`src/rtl/core/rgbs_pkg.sv`:
```
// Shared types, constants and helper functions for the RGB LED animation sequencer.
package rgbs_pkg;

   localparam int DT_W   = 20;
   localparam int CFG_W  = 24;
   localparam int ACC_W  = 25;
   localparam int CSR_IDX_W = 3;

   localparam logic [CSR_IDX_W-1:0] CSR_SHIFT_PERIOD = 3'd0;
   localparam logic [CSR_IDX_W-1:0] CSR_HUE_SWEEP    = 3'd1;
   localparam logic [CSR_IDX_W-1:0] CSR_STROBE_HALF  = 3'd2;
   localparam logic [CSR_IDX_W-1:0] CSR_FADE_SWEEP   = 3'd3;
   localparam logic [CSR_IDX_W-1:0] CSR_COLOR_STEP   = 3'd4;
   localparam logic [CSR_IDX_W-1:0] CSR_COLOR_RANDOM = 3'd5;

   localparam logic [CFG_W-1:0] RST_SHIFT_PERIOD = 24'd2000000;
   localparam logic [CFG_W-1:0] RST_HUE_SWEEP    = 24'd500000;
   localparam logic [CFG_W-1:0] RST_STROBE_HALF  = 24'd30000;
   localparam logic [CFG_W-1:0] RST_FADE_SWEEP   = 24'd500000;
   localparam logic [CFG_W-1:0] RST_COLOR_STEP   = 24'd100000;

   localparam logic [1:0] EFF_HUE    = 2'd0;
   localparam logic [1:0] EFF_STROBE = 2'd1;
   localparam logic [1:0] EFF_FADE   = 2'd2;
   localparam logic [1:0] EFF_TABLE  = 2'd3;

   localparam logic [15:0] LFSR_SEED = 16'hACE1;

   typedef struct packed {
      logic take;       // latch dt of an accepted transaction
      logic div_start;  // launch the ramp divider
      logic apply;      // commit the frame step
   } cmd_type;

   typedef struct packed {
      logic ramp;       // active effect needs a ramp increment
      logic div_done;
   } status_type;

   typedef struct packed {
      logic             hit;
      logic [ACC_W-1:0] acc;
   } timer_type;

   // Add elapsed time, subtract one period on crossing, saturate.
   function automatic timer_type timer_step(logic [ACC_W-1:0] acc, logic [DT_W-1:0] dt,
                                            logic [CFG_W-1:0] period);
      logic [ACC_W:0] sum;
      timer_type      t;
      sum = {1'b0, acc} + (ACC_W+1)'(dt);
      t.hit = (sum >= (ACC_W+1)'(period));
      if (t.hit) begin
         sum = sum - (ACC_W+1)'(period);
      end
      t.acc = sum[ACC_W] ? {ACC_W{1'b1}} : sum[ACC_W-1:0];
      return t;
   endfunction

   // Seven-entry palette, indexed modulo seven; returns {r, g, b}.
   function automatic logic [23:0] palette(logic [3:0] idx);
      logic [3:0]  m;
      logic [23:0] c;
      if (idx >= 4'd14) begin
         m = idx - 4'd14;
      end else if (idx >= 4'd7) begin
         m = idx - 4'd7;
      end else begin
         m = idx;
      end
      unique case (m[2:0])
         3'd0: c = 24'hFFFFFF;
         3'd1: c = 24'hFF0000;
         3'd2: c = 24'h00FF00;
         3'd3: c = 24'h0000FF;
         3'd4: c = 24'hFFFF00;
         3'd5: c = 24'h00FFFF;
         3'd6: c = 24'hFF00FF;
         default: c = 24'hFFFFFF;
      endcase
      return c;
   endfunction

   function automatic logic [15:0] lfsr_advance(logic [15:0] w);
      logic [15:0] l;
      logic        fb;
      l = (w == 16'd0) ? LFSR_SEED : w;
      fb = l[0] ^ l[2] ^ l[3] ^ l[5];
      return {fb, l[15:1]};
   endfunction

endpackage

```
`src/rtl/core/rgb_led_animation_sequencer.sv`:
```
// Top level of the RGB LED animation sequencer.
//  channel  | ports                                   | role
//  req      | req_valid, req_ready, req_dt_us         | frame tick with elapsed us
//  rsp      | rsp_valid, rsp_ready, rsp_*_level,      | levels and active effect
//           | rsp_effect_now                          |
//  csr      | csr_valid, csr_ready, csr_index,        | register write, always ready
//           | csr_wdata                               |
// Hue and fade frames go through accept, prepare, a one-bit-per-cycle divider over a
// 28+FRAC_BITS bit numerator, and commit; other frames skip the divider.
// One transaction is in flight; a new one is accepted while the last response waits.
// Reset is synchronous and restores register and effect defaults at once.
// A stalled response holds the next frame in its final step until taken.
module rgb_led_animation_sequencer
   import rgbs_pkg::*;
#(
   parameter int TABLE_COLORS = 7,
   parameter int FRAC_BITS    = 16
) (
   input  logic                 clock,
   input  logic                 reset,
   input  logic                 req_valid,
   output logic                 req_ready,
   input  logic [DT_W-1:0]      req_dt_us,
   output logic                 rsp_valid,
   input  logic                 rsp_ready,
   output logic [7:0]           rsp_red_level,
   output logic [7:0]           rsp_green_level,
   output logic [7:0]           rsp_blue_level,
   output logic [1:0]           rsp_effect_now,
   input  logic                 csr_valid,
   output logic                 csr_ready,
   input  logic [CSR_IDX_W-1:0] csr_index,
   input  logic [CFG_W-1:0]     csr_wdata
);

   cmd_type    cmd;
   status_type status;

   assign csr_ready = 1'b1;

   rgbs_ctrl u_ctrl (
      .clock     (clock),
      .reset     (reset),
      .req_valid (req_valid),
      .req_ready (req_ready),
      .rsp_valid (rsp_valid),
      .rsp_ready (rsp_ready),
      .status    (status),
      .cmd       (cmd)
   );

   rgbs_datapath #(.TABLE_COLORS(TABLE_COLORS), .FRAC_BITS(FRAC_BITS)) u_dp (
      .clock       (clock),
      .reset       (reset),
      .cmd         (cmd),
      .status      (status),
      .req_dt_us   (req_dt_us),
      .csr_write   (csr_valid && csr_ready),
      .csr_index   (csr_index),
      .csr_wdata   (csr_wdata),
      .red_level   (rsp_red_level),
      .green_level (rsp_green_level),
      .blue_level  (rsp_blue_level),
      .effect_now  (rsp_effect_now)
   );

   a_busy_after_take: assert property (@(posedge clock) disable iff (reset)
      (req_valid && req_ready) |=> !req_ready)
      else $error("input taken while a frame is in progress");

   a_apply_free: assert property (@(posedge clock) disable iff (reset)
      cmd.apply |-> (!rsp_valid || rsp_ready))
      else $error("frame committed over an unread response");

   a_apply_valid: assert property (@(posedge clock) disable iff (reset)
      cmd.apply |=> rsp_valid)
      else $error("committed frame without response");

   a_start_not_apply: assert property (@(posedge clock) disable iff (reset)
      cmd.div_start |=> !cmd.apply)
      else $error("frame committed before divide finished");

endmodule

```
`src/rtl/core/rgbs_div.sv`:
```
// Restoring divider, one quotient bit per cycle.
module rgbs_div #(
   parameter int NUM_W = 44,
   parameter int DEN_W = 24
) (
   input  logic             clock,
   input  logic             reset,
   input  logic             start,
   input  logic [NUM_W-1:0] numer,
   input  logic [DEN_W-1:0] denom,
   output logic             done,
   output logic [NUM_W-1:0] quot
);

   localparam int CNT_W = $clog2(NUM_W + 1);

   logic             busy_ff, busy_in;
   logic [CNT_W-1:0] cnt_ff, cnt_in;
   logic [NUM_W-1:0] quo_ff, quo_in;
   logic [DEN_W-1:0] rem_ff, rem_in;
   logic [DEN_W-1:0] den_ff, den_in;
   logic [DEN_W:0]   shifted;
   logic             ge;

   assign shifted = {rem_ff, quo_ff[NUM_W-1]};
   assign ge      = (shifted >= {1'b0, den_ff});

   always_comb begin
      busy_in = busy_ff;
      cnt_in  = cnt_ff;
      quo_in  = quo_ff;
      rem_in  = rem_ff;
      den_in  = den_ff;
      if (start) begin
         busy_in = 1'b1;
         cnt_in  = CNT_W'(NUM_W);
         quo_in  = numer;
         rem_in  = '0;
         den_in  = denom;
      end else if (busy_ff) begin
         rem_in = ge ? DEN_W'(shifted - {1'b0, den_ff}) : shifted[DEN_W-1:0];
         quo_in = {quo_ff[NUM_W-2:0], ge};
         cnt_in = cnt_ff - 1'b1;
         if (cnt_ff == CNT_W'(1)) begin
            busy_in = 1'b0;
         end
      end
   end

   always_ff @(posedge clock) begin
      if (reset) begin
         busy_ff <= 1'b0;
         cnt_ff  <= '0;
      end else begin
         busy_ff <= busy_in;
         cnt_ff  <= cnt_in;
      end
      quo_ff <= quo_in;
      rem_ff <= rem_in;
      den_ff <= den_in;
   end

   assign done = busy_ff && (cnt_ff == CNT_W'(1));
   assign quot = quo_ff;

endmodule

```
`src/rtl/core/rgbs_datapath.sv`:
```
// Effect state, configuration registers and frame step logic.
module rgbs_datapath
   import rgbs_pkg::*;
#(
   parameter int TABLE_COLORS = 7,
   parameter int FRAC_BITS    = 16
) (
   input  logic                 clock,
   input  logic                 reset,
   input  cmd_type              cmd,
   output status_type           status,
   input  logic [DT_W-1:0]      req_dt_us,
   input  logic                 csr_write,
   input  logic [CSR_IDX_W-1:0] csr_index,
   input  logic [CFG_W-1:0]     csr_wdata,
   output logic [7:0]           red_level,
   output logic [7:0]           green_level,
   output logic [7:0]           blue_level,
   output logic [1:0]           effect_now
);

   localparam int LW    = 8 + FRAC_BITS;
   localparam int DW    = LW + 1;
   localparam int NUM_W = 28 + FRAC_BITS;
   localparam int IDX_W = $clog2(TABLE_COLORS);
   localparam logic [LW-1:0] LEVEL_MAX = {8'hFF, {FRAC_BITS{1'b0}}};
   localparam logic [IDX_W-1:0] LAST_IDX = IDX_W'(TABLE_COLORS - 1);
   // reciprocal of the table size, exact for any 16-bit dividend
   localparam logic [32:0] RCP = 33'((64'd1 << 32) / TABLE_COLORS + 1);

   logic [CFG_W-1:0] shift_period_ff, hue_sweep_ff, strobe_half_ff;
   logic [CFG_W-1:0] fade_sweep_ff, color_step_ff;
   logic             color_random_ff;

   logic [DT_W-1:0]  dt_ff;
   logic [1:0]       effect_ff, effect_in;
   logic [ACC_W-1:0] shift_acc_ff, shift_acc_in;
   logic [23:0]      rgb_ff, rgb_in;
   logic [LW-1:0]    hue_lvl_ff, hue_lvl_in;
   logic [1:0]       hue_ph_ff, hue_ph_in;
   logic [LW-1:0]    fade_lvl_ff, fade_lvl_in;
   logic             fade_up_ff, fade_up_in;
   logic             strobe_on_ff, strobe_on_in;
   logic [ACC_W-1:0] strobe_acc_ff, strobe_acc_in;
   logic [ACC_W-1:0] table_acc_ff, table_acc_in;
   logic [IDX_W-1:0] table_pos_ff, table_pos_in;
   logic [15:0]      lfsr_ff, lfsr_in;
   logic [IDX_W-1:0] pick_ff, pick_in;

   logic [15:0]      lfsr_nx;
   logic [48:0]      rcp_prod;
   logic [16:0]      rcp_quo;
   logic [15:0]      rcp_rem;
   logic [27:0]      dt_mul;
   logic [CFG_W-1:0] sweep;
   logic [NUM_W-1:0] div_num;
   logic [CFG_W-1:0] div_den;
   logic             div_done;
   logic [NUM_W-1:0] quot;
   logic [DW-1:0]    delta;
   timer_type        strobe_t, table_t, shift_t;

   logic [DW:0]      hue_sum;
   logic             hue_wrap;
   logic [LW-1:0]    hue_new, hue_fall;
   logic [1:0]       ph_new;
   logic [LW-1:0]    fade_room;
   logic [LW-1:0]    fade_new;
   logic [IDX_W-1:0] nxt0, nxt;
   logic [7:0]       rise, fall, fl;

   assign lfsr_nx = lfsr_advance(lfsr_ff);
   assign dt_mul  = {dt_ff, 8'd0} - 28'(dt_ff);
   assign sweep   = (effect_ff == EFF_FADE) ? fade_sweep_ff : hue_sweep_ff;
   assign div_num = {dt_mul, {FRAC_BITS{1'b0}}};
   assign div_den = (sweep == '0) ? CFG_W'(1) : sweep;

   // Random pick: next LFSR word modulo the table size, registered ahead of the commit.
   // The LFSR only moves at a commit, so the pick is settled by then.
   assign rcp_prod = {33'd0, lfsr_nx} * {16'd0, RCP};
   assign rcp_quo  = rcp_prod[48:32];
   assign rcp_rem  = lfsr_nx - 16'(rcp_quo * 17'(TABLE_COLORS));
   assign pick_in  = rcp_rem[IDX_W-1:0];

   rgbs_div #(.NUM_W(NUM_W), .DEN_W(CFG_W)) u_div (
      .clock (clock),
      .reset (reset),
      .start (cmd.div_start),
      .numer (div_num),
      .denom (div_den),
      .done  (div_done),
      .quot  (quot)
   );

   // Saturate the increment; anything above full scale behaves the same.
   assign delta = (|quot[NUM_W-1:DW]) ? {DW{1'b1}} : quot[DW-1:0];

   assign strobe_t = timer_step(strobe_acc_ff, dt_ff, strobe_half_ff);
   assign table_t  = timer_step(table_acc_ff, dt_ff, color_step_ff);
   assign shift_t  = timer_step(shift_acc_ff, dt_ff, shift_period_ff);

   assign status.ramp     = (effect_ff == EFF_HUE) || (effect_ff == EFF_FADE);
   assign status.div_done = div_done;

   // Hue step
   assign hue_sum  = {2'b00, hue_lvl_ff} + (DW+1)'(delta);
   assign hue_wrap = (hue_sum > (DW+1)'(LEVEL_MAX));
   assign hue_new  = hue_wrap ? '0 : hue_sum[LW-1:0];
   assign hue_fall = LEVEL_MAX - hue_new;
   assign rise     = hue_new[LW-1:FRAC_BITS];
   assign fall     = hue_fall[LW-1:FRAC_BITS];
   always_comb begin
      ph_new = hue_ph_ff;
      if (hue_wrap) begin
         ph_new = (hue_ph_ff == 2'd2) ? 2'd0 : ((hue_ph_ff == 2'd3) ? 2'd1 : hue_ph_ff + 2'd1);
      end
   end

   // Fade step
   assign fade_room = LEVEL_MAX - fade_lvl_ff;
   always_comb begin
      if (fade_up_ff) begin
         fade_new = (delta >= DW'(fade_room)) ? LEVEL_MAX : LW'(DW'(fade_lvl_ff) + delta);
      end else begin
         fade_new = (delta >= DW'(fade_lvl_ff)) ? '0 : LW'(DW'(fade_lvl_ff) - delta);
      end
   end
   assign fl = fade_new[LW-1:FRAC_BITS];

   // Table pick
   always_comb begin
      if (color_random_ff) begin
         nxt0 = pick_ff;
      end else begin
         nxt0 = (table_pos_ff == LAST_IDX) ? '0 : table_pos_ff + 1'b1;
      end
      nxt = nxt0;
      if (nxt0 == table_pos_ff) begin
         nxt = (nxt0 == LAST_IDX) ? '0 : nxt0 + 1'b1;
      end
   end

   always_comb begin
      effect_in     = effect_ff;
      shift_acc_in  = shift_acc_ff;
      rgb_in        = rgb_ff;
      hue_lvl_in    = hue_lvl_ff;
      hue_ph_in     = hue_ph_ff;
      fade_lvl_in   = fade_lvl_ff;
      fade_up_in    = fade_up_ff;
      strobe_on_in  = strobe_on_ff;
      strobe_acc_in = strobe_acc_ff;
      table_acc_in  = table_acc_ff;
      table_pos_in  = table_pos_ff;
      lfsr_in       = lfsr_ff;
      if (cmd.apply) begin
         unique case (effect_ff)
            EFF_HUE: begin
               hue_lvl_in = hue_new;
               hue_ph_in  = ph_new;
               unique case (ph_new)
                  2'd0: rgb_in = {rise, 8'd0, fall};
                  2'd1: rgb_in = {fall, rise, 8'd0};
                  2'd2: rgb_in = {8'd0, fall, rise};
                  default: rgb_in = 24'd0;
               endcase
            end
            EFF_STROBE: begin
               strobe_acc_in = strobe_t.acc;
               if (strobe_t.hit) begin
                  strobe_on_in = !strobe_on_ff;
                  rgb_in       = strobe_on_ff ? 24'd0 : 24'hFFFFFF;
               end
            end
            EFF_FADE: begin
               fade_lvl_in = fade_new;
               if (fade_new == '0) begin
                  fade_up_in = 1'b1;
               end else if (fade_new == LEVEL_MAX) begin
                  fade_up_in = 1'b0;
               end
               rgb_in = {fl, fl, fl};
            end
            default: begin
               table_acc_in = table_t.acc;
               if (table_t.hit) begin
                  if (color_random_ff) begin
                     lfsr_in = lfsr_nx;
                  end
                  table_pos_in = nxt;
                  rgb_in       = palette(4'(nxt));
               end
            end
         endcase
         shift_acc_in = shift_t.acc;
         if (shift_t.hit) begin
            effect_in = effect_ff + 2'd1;
            unique case (effect_in)
               EFF_HUE: begin
                  rgb_in     = 24'h0000FF;
                  hue_lvl_in = '0;
                  hue_ph_in  = 2'd0;
               end
               EFF_STROBE: begin
                  rgb_in        = 24'd0;
                  strobe_on_in  = 1'b0;
                  strobe_acc_in = '0;
               end
               EFF_FADE: begin
                  rgb_in      = 24'd0;
                  fade_lvl_in = '0;
                  fade_up_in  = 1'b1;
               end
               default: begin
                  table_pos_in = '0;
                  table_acc_in = '0;
                  rgb_in       = palette(4'd0);
               end
            endcase
         end
      end
   end

   always_ff @(posedge clock) begin
      if (reset) begin
         shift_period_ff <= RST_SHIFT_PERIOD;
         hue_sweep_ff    <= RST_HUE_SWEEP;
         strobe_half_ff  <= RST_STROBE_HALF;
         fade_sweep_ff   <= RST_FADE_SWEEP;
         color_step_ff   <= RST_COLOR_STEP;
         color_random_ff <= 1'b1;
         effect_ff       <= EFF_HUE;
         shift_acc_ff    <= '0;
         rgb_ff          <= 24'h0000FF;
         hue_lvl_ff      <= '0;
         hue_ph_ff       <= 2'd0;
         fade_lvl_ff     <= '0;
         fade_up_ff      <= 1'b1;
         strobe_on_ff    <= 1'b0;
         strobe_acc_ff   <= '0;
         table_acc_ff    <= '0;
         table_pos_ff    <= '0;
         lfsr_ff         <= LFSR_SEED;
      end else begin
         if (csr_write) begin
            unique case (csr_index)
               CSR_SHIFT_PERIOD: shift_period_ff <= csr_wdata;
               CSR_HUE_SWEEP:    hue_sweep_ff    <= csr_wdata;
               CSR_STROBE_HALF:  strobe_half_ff  <= csr_wdata;
               CSR_FADE_SWEEP:   fade_sweep_ff   <= csr_wdata;
               CSR_COLOR_STEP:   color_step_ff   <= csr_wdata;
               CSR_COLOR_RANDOM: color_random_ff <= csr_wdata[0];
               default: ;
            endcase
         end
         effect_ff     <= effect_in;
         shift_acc_ff  <= shift_acc_in;
         rgb_ff        <= rgb_in;
         hue_lvl_ff    <= hue_lvl_in;
         hue_ph_ff     <= hue_ph_in;
         fade_lvl_ff   <= fade_lvl_in;
         fade_up_ff    <= fade_up_in;
         strobe_on_ff  <= strobe_on_in;
         strobe_acc_ff <= strobe_acc_in;
         table_acc_ff  <= table_acc_in;
         table_pos_ff  <= table_pos_in;
         lfsr_ff       <= lfsr_in;
      end
      pick_ff <= pick_in;
      if (cmd.take) begin
         dt_ff <= req_dt_us;
      end
   end

   assign red_level   = rgb_ff[23:16];
   assign green_level = rgb_ff[15:8];
   assign blue_level  = rgb_ff[7:0];
   assign effect_now  = effect_ff;

endmodule

```
`src/rtl/core/rgbs_ctrl.sv`:
```
// Frame sequencing state machine and response handshake.
module rgbs_ctrl
   import rgbs_pkg::*;
(
   input  logic       clock,
   input  logic       reset,
   input  logic       req_valid,
   output logic       req_ready,
   output logic       rsp_valid,
   input  logic       rsp_ready,
   input  status_type status,
   output cmd_type    cmd
);

   localparam logic [1:0] S_IDLE  = 2'd0;
   localparam logic [1:0] S_PREP  = 2'd1;
   localparam logic [1:0] S_DIV   = 2'd2;
   localparam logic [1:0] S_APPLY = 2'd3;

   logic [1:0] state_ff, state_in;
   logic       rsp_valid_ff, rsp_valid_in;
   logic       out_free;

   assign out_free  = !rsp_valid_ff || rsp_ready;
   assign req_ready = (state_ff == S_IDLE);

   always_comb begin
      state_in      = state_ff;
      rsp_valid_in  = rsp_valid_ff && !rsp_ready;
      cmd           = '0;
      unique case (state_ff)
         S_IDLE: begin
            if (req_valid) begin
               cmd.take = 1'b1;
               state_in = S_PREP;
            end
         end
         S_PREP: begin
            if (status.ramp) begin
               cmd.div_start = 1'b1;
               state_in      = S_DIV;
            end else begin
               state_in = S_APPLY;
            end
         end
         S_DIV: begin
            if (status.div_done) begin
               state_in = S_APPLY;
            end
         end
         default: begin
            // hold the step until the previous transaction has left
            if (out_free) begin
               cmd.apply    = 1'b1;
               rsp_valid_in = 1'b1;
               state_in     = S_IDLE;
            end
         end
      endcase
   end

   always_ff @(posedge clock) begin
      if (reset) begin
         state_ff     <= S_IDLE;
         rsp_valid_ff <= 1'b0;
      end else begin
         state_ff     <= state_in;
         rsp_valid_ff <= rsp_valid_in;
      end
   end

   assign rsp_valid = rsp_valid_ff;

endmodule

```
`config.mk`:
```
export PLATFORM = sky130hd
export DESIGN_NAME = rgb_led_animation_sequencer
export DESIGN_NICKNAME = d
export VERILOG_FILES = /design/src/rtl/core/rgbs_pkg.sv /design/src/rtl/core/rgb_led_animation_sequencer.sv /design/src/rtl/core/rgbs_div.sv /design/src/rtl/core/rgbs_datapath.sv /design/src/rtl/core/rgbs_ctrl.sv
export SDC_FILE = /design/constraint.sdc
export NUM_CORES = 2
export LEC_CHECK = 0
export BUFFER_PORTS_ARGS = -buffer_cell sky130_fd_sc_hd__buf_2
export CORE_MARGIN = 2
export CORE_UTILIZATION = 27
export CTS_CLUSTER_DIAMETER = 150
export DETAILED_ROUTE_END_ITERATION = 8
export GPL_ROUTABILITY_DRIVEN = 0
export HOLD_SLACK_MARGIN = 0.12
export SYNTH_ARGS = -nofsm -noshare
export SYNTH_HDL_FRONTEND = slang
export SYNTH_SLANG_ARGS = --single-unit
```
`constraint.sdc`:
```
create_clock -name clock -period 5.94 [get_ports clock]
set_input_delay 1.188 -clock clock [delete_from_list [all_inputs] [get_ports clock]]
set_output_delay 1.188 -clock clock [all_outputs]
set_load 0.02 [all_outputs]
```
==> impl_metrics.yaml <==
clock_tree:
  path_clk_slew_ps: 60
  clock_latency_ps: 680
  cts_buffers: 52
  htreeDepth: 2
  cts_tree: "yes"
  cts_buffer_depth: 3
  root_buffer: "clkbuf_16"
  cts.sinks: 418
sta:
  fin_crit_sh: 1.06
  hold_violations: 0
  tightest_slew_ps: 1220
  finalSetupViolCount: 1
  layout_setup_ws_ps: -344
  slew_headroom: 0.184
  rsz0062_at_grt: "true"
  skew_ps: 58.4
  fmax_ghz: 0.159
  fin_crit_ps: 6280
  drv_slew: 0
critical_path:
  timing.reg2reg.setup_slack_ps: -340
  reg2reg_from: "u_dp.lfsr_ff[10]$_SDFFE_PP1P_"
  r2r_cells: 27
  critical_path.endpoint: "u_dp.pick_ff[2]$_DFF_P_"
  crit_type: "reg2reg"
  critPathRequiredTime_ps: 6540
  path_max_fanout: 4
  critical_path.endpoint_type: "flip-flop"
  cp.arrival_ps: 6880
  critPathLaunch: "u_dp.lfsr_ff[10]$_SDFFE_PP1P_"
  cp-start-kind: "flip-flop"
  reg2reg_to: "u_dp.pick_ff[2]$_DFF_P_"
yosys:
  ys_ff_latch: 418
  synth_area_leaders: "dfxtp_1, ha_1, edfxtp_1"
  async_reset_ff_frac: 0
  ys_types: 91
  syn_area_mm2: 0.0350
  avgSynthCellArea_um2: 7.93
  yosysSeqAreaShare: 0.260
  synth.top_cells.by_count: "nand2_1, a21oi_1, ha_1"
  yosysWarnings: 0
  synth_area_leader_cell: "dfxtp_1"
  synth-main-ff-cell: "dfxtp_1"
  synth_edf_count: 72
  yosysMostFrequentCell: "nand2_1"
  syn_nets: 4914
  yosys.area.top_type_share: 0.198
  synthCells: 4408
power_and_ir_drop:
  p_per_area_mw_per_mm2: 285
  vdd.ir_drop.worst_mv: 0.317
  power_uw: 12500
  power_leakage_uw: 0.0189
floorplanning:
  core.rowCount: 132
  core_mm2: 0.129
  die_y_um: 364
  die_w_um: 364
  io_pins: 81
  initial_utilization: 0.271
  die_area_mm2: 0.132
drt:
  ant_nets: 0
  wl_um: 119000
  vias: 33800
  avgRoutedWirePerCell_um: 18.0
  drc: 0
  drt-pass1-iter-count: 5
  drt_iter0_drc: 2796
  vias_per_cell: 5.11
hold_path:
  holdCritPathClass: "reg2reg"
placement:
  pre_cts_ws_ps: -541
  dpl.cell_count: 6447
  numPortBuffers: 79
  post-dp-hpwl_um: 90100
cells_and_area:
  syn2layout_area_growth_pct: 25.1
  num-fill-cells: 13500
  drive_above_1_share: 0.189
  fin_nets: 5343
  fin_cells: 6623
  fin_util: 0.339
outcome:
  outcome: "finished with violations"
  violations: "setup timing"
global_routing:
  grt_pass1_vias: 32300
  track_usage: 0.172
  antenna_found_initial: 3
  grt.overflow.total: 0
  grt_pass1_wl_um: 182000
  grt_max_degree: 102
job:
  cap_violations: 0
[registers in the layout, indices dropped and copies added (netlist names), 2 cells and up]
| name | cells |
|---|---|
| u_ctrl.state_ff | 2 |
| u_dp.color_step_ff | 24 |
| u_dp.dt_ff | 20 |
| u_dp.effect_now | 2 |
| u_dp.fade_lvl_ff | 24 |
| u_dp.fade_sweep_ff | 24 |
| u_dp.hue_lvl_ff | 24 |
| u_dp.hue_ph_ff | 2 |
| u_dp.hue_sweep_ff | 24 |
| u_dp.lfsr_ff | 16 |
| u_dp.pick_ff | 3 |
| u_dp.rgb_ff | 24 |
| u_dp.shift_acc_ff | 25 |
| u_dp.shift_period_ff | 24 |
| u_dp.strobe_acc_ff | 25 |
| u_dp.strobe_half_ff | 24 |
| u_dp.table_acc_ff | 25 |
| u_dp.table_pos_ff | 3 |
| u_dp.u_div.cnt_ff | 6 |
| u_dp.u_div.den_ff | 24 |
| u_dp.u_div.quot | 44 |
| u_dp.u_div.rem_ff | 24 |
[logic make-up after synthesis]
kind of cell,count (synthesis),synth area share
DFF,418,0.260
AOI/OAI and AO/OA,1304,0.236
other,1,0.000107
adders and majority gates,454,0.174
buffers and inverters,539,0.0586
xor gates and xnor gates,258,0.0646
and+or+nand+nor,1358,0.183
muxes,76,0.0226
[repair_timing]
item / CTS / global route
gates cloned: 2 / 5
setup buffers: 40 / 36
endpoints found under the hold margin: 0 / 0
hold buffers: 0 / 0
pin swaps: 39 / 90
endpoints found under the setup margin: 85 / 164
resized for setup: 74 / 161
[critical path: stages (launching register included)]
cell and delay, ps:
dfxtp_2 330, nor4_4 320, nand4_1 200, nand2b_1 150
ha_1 150, inv_1 50, fa_1 560, inv_2 70
fa_1 490, fa_1 560, inv_2 40, fa_1 520
inv_2 70, ha_4 260, nand4_1 90, nor2_1 130
o211ai_1 100, a221o_1 420, buf_6 160, o21ba_4 200
xnor2_2 120, ha_1 280, xor2_1 170, xnor2_1 170
xnor2_1 160, xnor2_1 150, xnor2_1 150, xnor2_1 130
[worst min-delay path by stage]
stage          cells after the start                           startpoint                                   to  slack (ps)
3_3_place_gp                       2  u_dp.fade_sweep_ff[20]$_SDFFE_PP0P_  u_dp.fade_sweep_ff[20]$_SDFFE_PP0P_         440
6_report                           2  u_dp.fade_sweep_ff[21]$_SDFFE_PP0P_  u_dp.fade_sweep_ff[21]$_SDFFE_PP0P_         450
4_1_cts                            2  u_dp.fade_sweep_ff[23]$_SDFFE_PP0P_  u_dp.fade_sweep_ff[23]$_SDFFE_PP0P_         450
2_1_floorplan                      2  u_dp.fade_sweep_ff[10]$_SDFFE_PP0P_  u_dp.fade_sweep_ff[10]$_SDFFE_PP0P_         430
5_1_grt                            2  u_dp.fade_sweep_ff[23]$_SDFFE_PP0P_  u_dp.fade_sweep_ff[23]$_SDFFE_PP0P_         460
3_5_place_dp                       2  u_dp.fade_sweep_ff[23]$_SDFFE_PP0P_  u_dp.fade_sweep_ff[23]$_SDFFE_PP0P_         450
[layer usage]
metal | global-route usage | vias to the layer above | part of all wire
met5 | 0 | - | 0.00011
met4 | 0.0627 | 2 | 0.036
met3 | 0.0262 | 215 | 0.062
met2 | 0.278 | 993 | 0.45
met1 | 0.232 | 16000 | 0.45
li1 | - | 16600 | -
[per-stage QoR]
step | cell area, um2 | TNS, ps | hold WS [ps]
floorplan | 35100 | -61.8 | 433
global placement | 40100 | -7560 | 438
detailed placement | 40100 | -11130 | 445
CTS | 42600 | -389 | 454
global route | 43700 | -2500 | 464
finish | 43700 | -344 | 452
[cell type report]
class,count,area [um2],area share
Antenna cell,2,5.00,0.000114
Clock buffer,67,1450,0.0331
Clock inverter,29,415,0.00950
Inverter,350,1310,0.0300
Multi-Input combinational cell,3451,25000,0.572
Sequential cell,418,9100,0.208
Tap cell,1742,2180,0.0498
Timing Repair Buffer,564,4270,0.0977
[where the power goes]
part	switching (uW)	leakage, uW	total (uW)	internal [uW]
Clock	1430	0.000883	3470	2040
Sequential	327	0.00349	3660	3340
Combinational	3160	0.0146	5330	2170
[cells in the final DEF (no fill, tap or decap), drive strengths merged, types with 42 or more instances in the layout]
cell type / instances
nand2: 488
nor2: 315
nor3: 88
a21o: 102
fa: 56
dfxtp: 346
buf: 560
o21ai: 294
inv: 347
a22oi: 55
edfxtp: 72
xor2: 87
a21oi: 413
nor2b: 42
nand3: 104
clkbuf: 71
nand2b: 52
o21a: 52
xnor2: 171
o211ai: 61
ha: 398
mux2i: 51
Note: power is estimated with default switching activity, not from simulation.
